[config.mk]
export PLATFORM = sky130hd
export DESIGN_NAME = rgb_to_hsv_pixel
export DESIGN_NICKNAME = d
export VERILOG_FILES = /design/src/design/rgbhsv_pkg.sv /design/src/design/rgbhsv_front.sv /design/src/design/rgbhsv_queue.sv /design/src/design/rgbhsv_div.sv /design/src/design/rgbhsv_back.sv /design/src/design/rgb_to_hsv_pixel.sv
export SDC_FILE = /design/constraint.sdc
export NUM_CORES = 2
export LEC_CHECK = 0
export ABC_AREA = 1
export BUFFER_PORTS_ARGS = -buffer_cell sky130_fd_sc_hd__buf_4
export CAP_MARGIN = 20
export CORE_MARGIN = 3
export CORE_UTILIZATION = 56
export CTS_CLUSTER_SIZE = 24
export DETAILED_ROUTE_END_ITERATION = 10
export GPL_ROUTABILITY_DRIVEN = 0
export HOLD_SLACK_MARGIN = 0.03
export PLACE_DENSITY_LB_ADDON = 0.1
export SKIP_LAST_GASP = 1
export SYNTH_ARGS = -nofsm -noshare
export SYNTH_HDL_FRONTEND = slang
export SYNTH_HIERARCHICAL = 1
export SYNTH_SLANG_ARGS = --single-unit
[constraint.sdc]
create_clock -name i_clk -period 7 [get_ports i_clk]
set_clock_uncertainty 0.1 [all_clocks]
set_input_delay 0.7 -clock i_clk [delete_from_list [all_inputs] [get_ports i_clk]]
set_output_delay 0.7 -clock i_clk [all_outputs]
set_load 0.005 [all_outputs]
[src/design/rgbhsv_pkg.sv]
// shared types and constants for the rgb to hsv pixel converter
package rgbhsv_pkg;

    localparam int BYTE_W       = 8;
    localparam int NUM_W        = 11;
    localparam int NUM60_W      = 17;
    localparam int HUE_W        = 15;
    localparam int SAT_W        = 16;
    localparam int SAT_SHIFT    = 15;
    localparam int HUE_TURN_DEG = 360;
    localparam int QUEUE_DEPTH  = 4;
    localparam int QPTR_W       = 2;
    localparam int QCNT_W       = 3;

    typedef struct packed {
        logic [BYTE_W-1:0] brightness;
        logic [BYTE_W-1:0] spread;
        logic [NUM_W-1:0]  num;
    } t_task;

endpackage

[src/design/rgbhsv_front.sv]
// front end: pixel transfer, max/min search and hue numerator selection
module rgbhsv_front (
    input  logic                      i_clk,
    input  logic                      i_rst_n,
    input  logic                      i_start,
    input  logic [rgbhsv_pkg::BYTE_W-1:0] i_red,
    input  logic [rgbhsv_pkg::BYTE_W-1:0] i_green,
    input  logic [rgbhsv_pkg::BYTE_W-1:0] i_blue,
    input  logic                      i_q_full,
    output logic                      o_busy,
    output logic                      o_push,
    output rgbhsv_pkg::t_task         o_task
);
    import rgbhsv_pkg::*;

    logic              r_valid;
    logic              n_valid;
    t_task             r_task;
    t_task             n_task;
    logic              w_accept;
    logic [BYTE_W-1:0] w_max_gb;
    logic [BYTE_W-1:0] w_min_gb;
    logic [BYTE_W-1:0] w_max;
    logic [BYTE_W-1:0] w_min;
    logic [BYTE_W-1:0] w_spread;

    assign o_busy   = r_valid && i_q_full;
    assign o_push   = r_valid && !i_q_full;
    assign o_task   = r_task;
    assign w_accept = i_start && !o_busy;

    always_comb begin
        w_max_gb = (i_green > i_blue) ? i_green : i_blue;
        w_min_gb = (i_green < i_blue) ? i_green : i_blue;
        w_max    = (i_red > w_max_gb) ? i_red : w_max_gb;
        w_min    = (i_red < w_min_gb) ? i_red : w_min_gb;
        w_spread = w_max - w_min;
        n_task.brightness = w_max;
        n_task.spread     = w_spread;
        // channel priority red, green, blue on a tied maximum
        if (w_max == i_red) begin
            n_task.num = NUM_W'(i_green) + NUM_W'({w_spread, 2'b00})
                       + NUM_W'({w_spread, 1'b0}) - NUM_W'(i_blue);
        end else if (w_max == i_green) begin
            n_task.num = NUM_W'(i_blue) + NUM_W'({w_spread, 1'b0}) - NUM_W'(i_red);
        end else begin
            n_task.num = NUM_W'(i_red) + NUM_W'({w_spread, 2'b00}) - NUM_W'(i_green);
        end
    end

    always_comb begin
        n_valid = r_valid;
        if (w_accept) begin
            n_valid = 1'b1;
        end else if (o_push) begin
            n_valid = 1'b0;
        end
    end

    always_ff @(posedge i_clk) begin
        if (!i_rst_n) begin
            r_valid <= 1'b0;
        end else begin
            r_valid <= n_valid;
        end
    end

    always_ff @(posedge i_clk) begin
        if (w_accept) begin
            r_task <= n_task;
        end
    end

endmodule

[src/design/rgbhsv_queue.sv]
// short task queue between front and back ends
module rgbhsv_queue (
    input  logic              i_clk,
    input  logic              i_rst_n,
    input  logic              i_push,
    input  rgbhsv_pkg::t_task i_task,
    input  logic              i_pop,
    output logic              o_valid,
    output logic              o_full,
    output rgbhsv_pkg::t_task o_task
);
    import rgbhsv_pkg::*;

    t_task             r_mem [QUEUE_DEPTH];
    logic [QPTR_W-1:0] r_wr_ptr;
    logic [QPTR_W-1:0] r_rd_ptr;
    logic [QCNT_W-1:0] r_count;
    logic [QCNT_W-1:0] n_count;
    logic              w_pop;

    assign o_valid = (r_count != '0);
    assign o_full  = (r_count == QCNT_W'(QUEUE_DEPTH));
    assign o_task  = r_mem[r_rd_ptr];
    assign w_pop   = i_pop && o_valid;

    always_comb begin
        n_count = r_count;
        if (i_push && !w_pop) begin
            n_count = r_count + 1'b1;
        end else if (!i_push && w_pop) begin
            n_count = r_count - 1'b1;
        end
    end

    always_ff @(posedge i_clk) begin
        if (!i_rst_n) begin
            r_wr_ptr <= '0;
            r_rd_ptr <= '0;
            r_count  <= '0;
        end else begin
            r_count <= n_count;
            if (i_push) begin
                r_wr_ptr <= r_wr_ptr + 1'b1;
            end
            if (w_pop) begin
                r_rd_ptr <= r_rd_ptr + 1'b1;
            end
        end
    end

    always_ff @(posedge i_clk) begin
        if (i_push) begin
            r_mem[r_wr_ptr] <= i_task;
        end
    end

endmodule

[src/design/rgbhsv_div.sv]
// pipelined restoring divider, one quotient bit per stage
module rgbhsv_div #(
    parameter int NUM_W = 23,
    parameter int DEN_W = 8,
    parameter int Q_W   = 16
) (
    input  logic             i_clk,
    input  logic [NUM_W-1:0] i_num,
    input  logic [DEN_W-1:0] i_den,
    output logic [Q_W-1:0]   o_quo
);

    logic [DEN_W-1:0] r_rem [Q_W];
    logic [DEN_W-1:0] r_den [Q_W];
    logic [Q_W-1:0]   r_low [Q_W];
    logic [Q_W-1:0]   r_quo [Q_W];

    assign o_quo = r_quo[Q_W-1];

    for (genvar s = 0; s < Q_W; s++) begin : g_stage
        logic [DEN_W-1:0] w_rem_in;
        logic [DEN_W-1:0] w_den_in;
        logic [Q_W-1:0]   w_low_in;
        logic [Q_W-1:0]   w_quo_in;
        logic [DEN_W:0]   w_try;
        logic             w_ge;

        if (s == 0) begin : g_first
            // upper numerator bits are known to stay below the divisor
            assign w_rem_in = DEN_W'(i_num[NUM_W-1:Q_W]);
            assign w_den_in = i_den;
            assign w_low_in = i_num[Q_W-1:0];
            assign w_quo_in = '0;
        end else begin : g_next
            assign w_rem_in = r_rem[s-1];
            assign w_den_in = r_den[s-1];
            assign w_low_in = r_low[s-1];
            assign w_quo_in = r_quo[s-1];
        end

        assign w_try = {w_rem_in, w_low_in[Q_W-1]};
        assign w_ge  = (w_try >= {1'b0, w_den_in});

        always_ff @(posedge i_clk) begin
            r_rem[s] <= w_ge ? DEN_W'(w_try - {1'b0, w_den_in}) : DEN_W'(w_try);
            r_den[s] <= w_den_in;
            r_low[s] <= {w_low_in[Q_W-2:0], 1'b0};
            r_quo[s] <= {w_quo_in[Q_W-2:0], w_ge};
        end
    end

endmodule

[src/design/rgbhsv_back.sv]
// back end: hue and saturation division, hue wrap and result register
module rgbhsv_back #(
    parameter int HUE_FRAC_BITS = 6
) (
    input  logic                          i_clk,
    input  logic                          i_rst_n,
    input  logic                          i_valid,
    input  rgbhsv_pkg::t_task             i_task,
    output logic                          o_done,
    output logic [rgbhsv_pkg::HUE_W-1:0]  o_hue,
    output logic [rgbhsv_pkg::SAT_W-1:0]  o_saturation,
    output logic [rgbhsv_pkg::BYTE_W-1:0] o_brightness
);
    import rgbhsv_pkg::*;

    localparam int DIV_W  = (9 + HUE_FRAC_BITS > SAT_W) ? 9 + HUE_FRAC_BITS : SAT_W;
    localparam int HNUM_W = NUM60_W + HUE_FRAC_BITS;
    localparam int SNUM_W = BYTE_W + SAT_SHIFT;
    localparam logic [DIV_W-1:0] HUE_TURN = DIV_W'(HUE_TURN_DEG << HUE_FRAC_BITS);

    logic [NUM60_W-1:0] w_num60;
    logic [HNUM_W-1:0]  w_hnum;
    logic [SNUM_W-1:0]  w_snum;
    logic [DIV_W-1:0]   w_hue_quo;
    logic [DIV_W-1:0]   w_sat_quo;
    logic [DIV_W-1:0]   w_hue_wrap;

    logic               r_vld   [DIV_W];
    logic               r_grey  [DIV_W];
    logic               r_black [DIV_W];
    logic [BYTE_W-1:0]  r_bri   [DIV_W];

    logic               r_done;
    logic [HUE_W-1:0]   r_hue;
    logic [SAT_W-1:0]   r_sat;
    logic [BYTE_W-1:0]  r_bri_out;

    // times 60 as 64 - 4
    assign w_num60 = NUM60_W'({i_task.num, 6'b0}) - NUM60_W'({i_task.num, 2'b0});
    assign w_hnum  = HNUM_W'(w_num60) << HUE_FRAC_BITS;
    assign w_snum  = SNUM_W'(i_task.spread) << SAT_SHIFT;

    rgbhsv_div #(
        .NUM_W (HNUM_W),
        .DEN_W (BYTE_W),
        .Q_W   (DIV_W)
    ) u_hue_div (
        .i_clk (i_clk),
        .i_num (w_hnum),
        .i_den (i_task.spread),
        .o_quo (w_hue_quo)
    );

    rgbhsv_div #(
        .NUM_W (SNUM_W),
        .DEN_W (BYTE_W),
        .Q_W   (DIV_W)
    ) u_sat_div (
        .i_clk (i_clk),
        .i_num (w_snum),
        .i_den (i_task.brightness),
        .o_quo (w_sat_quo)
    );

    for (genvar s = 0; s < DIV_W; s++) begin : g_side
        if (s == 0) begin : g_first
            always_ff @(posedge i_clk) begin
                if (!i_rst_n) begin
                    r_vld[s] <= 1'b0;
                end else begin
                    r_vld[s] <= i_valid;
                end
            end
            always_ff @(posedge i_clk) begin
                r_grey[s]  <= (i_task.spread == '0);
                r_black[s] <= (i_task.brightness == '0);
                r_bri[s]   <= i_task.brightness;
            end
        end else begin : g_next
            always_ff @(posedge i_clk) begin
                if (!i_rst_n) begin
                    r_vld[s] <= 1'b0;
                end else begin
                    r_vld[s] <= r_vld[s-1];
                end
            end
            always_ff @(posedge i_clk) begin
                r_grey[s]  <= r_grey[s-1];
                r_black[s] <= r_black[s-1];
                r_bri[s]   <= r_bri[s-1];
            end
        end
    end

    // quotient stays below two turns, so one subtract wraps it
    assign w_hue_wrap = (w_hue_quo >= HUE_TURN) ? w_hue_quo - HUE_TURN : w_hue_quo;

    always_ff @(posedge i_clk) begin
        if (!i_rst_n) begin
            r_done <= 1'b0;
        end else begin
            r_done <= r_vld[DIV_W-1];
        end
    end

    always_ff @(posedge i_clk) begin
        r_hue     <= r_grey[DIV_W-1] ? '0 : HUE_W'(w_hue_wrap);
        r_sat     <= r_black[DIV_W-1] ? '0 : SAT_W'(w_sat_quo);
        r_bri_out <= r_bri[DIV_W-1];
    end

    assign o_done       = r_done;
    assign o_hue        = r_hue;
    assign o_saturation = r_sat;
    assign o_brightness = r_bri_out;

endmodule

[src/design/rgb_to_hsv_pixel.sv]
// top level of the rgb to hsv pixel converter
//
//  channel   signals                                    transfer
//  pixel     start, busy, i_red, i_green, i_blue        start high and busy low
//  result    o_done, o_hue, o_saturation, o_brightness  o_done high, one cycle
//
// one pixel per clock sustained while busy is low; each result passes the front register,
// the queue, the two dividers that resolve one quotient bit per pipeline stage over
// DIV_W = max(16, 9 + HUE_FRAC_BITS) stages, and the result register.
// synchronous active-low reset clears the front register, queue and pipeline.
// the receiver cannot stall; busy rises only while the task queue is full.
module rgb_to_hsv_pixel #(
    parameter int HUE_FRAC_BITS = 6
) (
    input  logic                          i_clk,
    input  logic                          i_rst_n,
    input  logic                          start,
    output logic                          busy,
    input  logic [rgbhsv_pkg::BYTE_W-1:0] i_red,
    input  logic [rgbhsv_pkg::BYTE_W-1:0] i_green,
    input  logic [rgbhsv_pkg::BYTE_W-1:0] i_blue,
    output logic                          o_done,
    output logic [rgbhsv_pkg::HUE_W-1:0]  o_hue,
    output logic [rgbhsv_pkg::SAT_W-1:0]  o_saturation,
    output logic [rgbhsv_pkg::BYTE_W-1:0] o_brightness
);
    import rgbhsv_pkg::*;

    logic  w_push;
    logic  w_q_full;
    logic  w_q_valid;
    t_task w_front_task;
    t_task w_back_task;

    rgbhsv_front u_front (
        .i_clk    (i_clk),
        .i_rst_n  (i_rst_n),
        .i_start  (start),
        .i_red    (i_red),
        .i_green  (i_green),
        .i_blue   (i_blue),
        .i_q_full (w_q_full),
        .o_busy   (busy),
        .o_push   (w_push),
        .o_task   (w_front_task)
    );

    rgbhsv_queue u_queue (
        .i_clk   (i_clk),
        .i_rst_n (i_rst_n),
        .i_push  (w_push),
        .i_task  (w_front_task),
        .i_pop   (w_q_valid),
        .o_valid (w_q_valid),
        .o_full  (w_q_full),
        .o_task  (w_back_task)
    );

    rgbhsv_back #(
        .HUE_FRAC_BITS (HUE_FRAC_BITS)
    ) u_back (
        .i_clk        (i_clk),
        .i_rst_n      (i_rst_n),
        .i_valid      (w_q_valid),
        .i_task       (w_back_task),
        .o_done       (o_done),
        .o_hue        (o_hue),
        .o_saturation (o_saturation),
        .o_brightness (o_brightness)
    );

`ifndef SYNTHESIS
    a_sat_range: assert property (@(posedge i_clk) disable iff (!i_rst_n)
        o_done |-> (o_saturation <= 16'd32768))
        else $error("saturation above one");

    a_black_pixel: assert property (@(posedge i_clk) disable iff (!i_rst_n)
        (o_done && (o_brightness == '0)) |-> ((o_saturation == '0) && (o_hue == '0)))
        else $error("black pixel with nonzero hue or saturation");

    a_hue_range: assert property (@(posedge i_clk) disable iff (!i_rst_n)
        (o_done && (HUE_FRAC_BITS <= 6))
            |-> (32'(o_hue) < (32'(HUE_TURN_DEG) << HUE_FRAC_BITS)))
        else $error("hue not wrapped below a full turn");

    a_busy_full: assert property (@(posedge i_clk) disable iff (!i_rst_n)
        busy |-> (w_q_full && !w_push))
        else $error("busy without a full queue");
`endif

endmodule

==> flow_summary.toml <==
[drt]
drt-met1-wl_um = 43700
drt_iter0_markers = 2100
highest_layer = "met5"
wl_met3_um = 4390
drc = 0
drt-pass1-iter-count = 6
finalWirelength_um = 95900
route.met2.wl_um = 44400
routedWlPerCell_um = 13.0
vias = 35500
vias_per_cell = 4.82
postRouteAntennaNets = 0

[synthesis]
syn_area_um2 = 52200
ys_seq_area_share_pct = 54.5
synth_top_area_share_pct = 46.7
ys_ff_latch = 1353
yosysTopAreaCell = "dfxtp_1"
yosys.cell_types.count = 54
yosysWarnings = 6
synthTopCellsByArea = "dfxtp_1 47%, nand2_1 11%, ha_1 7.9%"
synth.avg_cell_area_um2 = 9.04
syn_inst = 5776

[global_route]
grt_pass1_wl_um = 161000
grt_pass1_vias = 34200
grt_overflow_total = 0
antenna_found_initial = 3
grt_max_degree = 55
grt_use_total_pct = 19.9

[clock_network]
htreeDepth = 4
post_cts.repair.setup_buffers = 0
cts_resized = 0
root_buffer = "clkbuf_16"
clk_latency_ps = 730
cts_made_buffers = 135
postCtsHoldBufs = 0
clock-sinks = 1353
clockBufferDepth = 3
clkTransAtPathRegs_ps = 60
cts_tree = "done"

[sta]
min_period_over_period_pct = 91.1
slew_viol_final = 0
setup_ws_ps = 620
finalSetupViolations = 0
min_period_ps = 6380
fin_tns_setup_ps = 0
relSlewSlack_pct = 37.5
rsz0062_at_grt = "no"
hold_violations = 0
timing.fmax_mhz = 157
tightest_slew_ps = 938

[critical_path]
critPathMaxFanout = 10
required_ps = 7480
crit_buf_inv = 10
slowest_stage = "fa_1"
cp-end-kind = "flip-flop"
crit_family = "adder cells"
worst_ep_arrival_time_ps = 6860
path_class = "primary input to flip-flop"
startpoint_type = "primary input"
cpPeakStageDelay_ps = 510
crit_path_frequent_cell = "inv_1"

[final_layout]
fin_util_pct = 64.1
syn2layout_area_growth_pct = 13.0
fin_nets = 6431
layout_commonest_cell = "nand2_1"
top_regs = "u_back/u_hue_div/r_quo: 136 flops, u_back/u_sat_div/r_quo: 136 flops, u_back/r_bri: 128 flops"
drive_above_1_share_pct = 8.92
fillers = 7650
final-seq-area_um2 = 28400
multi_input_area_um2 = 19700
most-common-layout-cells = "1493 x nand2_1, 1218 x dfxtp_1, 934 x inv_1"

[floorplan]
start_util_pct = 56.7
dieArea_um2 = 96900
rows = 111
io-pin-count = 68
fp.coreArea_um2 = 92100
fp.dieW_um = 311
die_y_um = 311

[min_path]
hold_class = "primary input to flip-flop"

[job]
cap_violations = 0

[place]
port_buffers = 67
pre_cts_ws_ps = -92.5
hpwlAfterDp_um = 71100

[status]
outcome = "finished clean"
cell usage after synthesis, drive strengths merged:
cell / instances
fa: 61
ha: 331
nand4: 71
or2: 9
dfxtp: 1218
nand3: 497
nor3b: 1
a22oi: 1
a221oi: 2
nor2: 317
edfxtp: 135
clkbuf: 7
o22ai: 30
nor4: 4
nand3b: 16
a211oi: 3
a21oi: 181
nand2: 1596
xnor2: 37
a31oi: 3
buf: 59
clkinv: 5
conb: 1
nor3: 37
inv: 943
o21bai: 3
a21boi: 2
xor2: 93
o21ai: 100
and2: 10
a21o: 3
worst min-delay path: cells and delay by family:
family,cells,cell delay [ps]
buf+inv,2,170
compound gates,1,80
logic make-up after synthesis:
family | after synthesis | synth area share [%]
and+or+nand+nor | 2558 | 21.5
other | 1 | 0.00718
adders and majority gates | 392 | 10.3
AOI/OAI and AO/OA | 328 | 3.52
xor gates and xnor gates | 130 | 2.18
buffers and inverters | 1014 | 8.01
DFF | 1353 | 54.5
metal layers:
layer  GRT usage [%]  vias up
met5               0        -
met4            8.33        2
met3            3.80      236
met2            33.3      739
met1            25.4    15900
li1                -    18600
cell type report:
class | count | area share [%]
timing repair buffer | 143 | 1.82
antenna | 1 | 0.00424
sequential | 1353 | 48.2
inverter | 948 | 6.05
clock inverter | 66 | 1.40
multi-input combinational | 3431 | 33.3
clock buffer | 181 | 6.57
tap | 1243 | 2.64
path summary, 6_finish.rpt:
check | startpoint | endpoint | slack, ps | cells past startpoint
worst max register to register | flip-flop | u_back/u_hue_div/r_rem[0][5]$_DFF_P_ | 2090 | 19
worst min-delay path | start | u_front/r_valid$_SDFFE_PN0P_ | 180 | 3
worst max-delay path | i_blue[5] | u_front/o_task[9]$_DFFE_PP_ | 620 | 40
worst min register to register | u_back/u_hue_div/r_quo[2][4]$_DFF_P_ | u_back/u_hue_div/r_quo[2][21]$_DFF_P_ | 210 | 0
metrics by stage:
| stage | area (um2) | hold slack [ps] | cells |
|---|---|---|---|
| final | 59000 | 179 | 7366 |
| after global routing | 59000 | 179 | 7365 |
| after CTS | 59000 | 114 | 7365 |
| after detailed placement | 54300 | 212 | 7118 |
| after global placement | 54300 | 210 | 7118 |
| after floorplan | 52300 | 210 | 5798 |
Power is not shown: default switching activity piles up to over one toggle a cycle in this logic, so the estimate is an artifact.
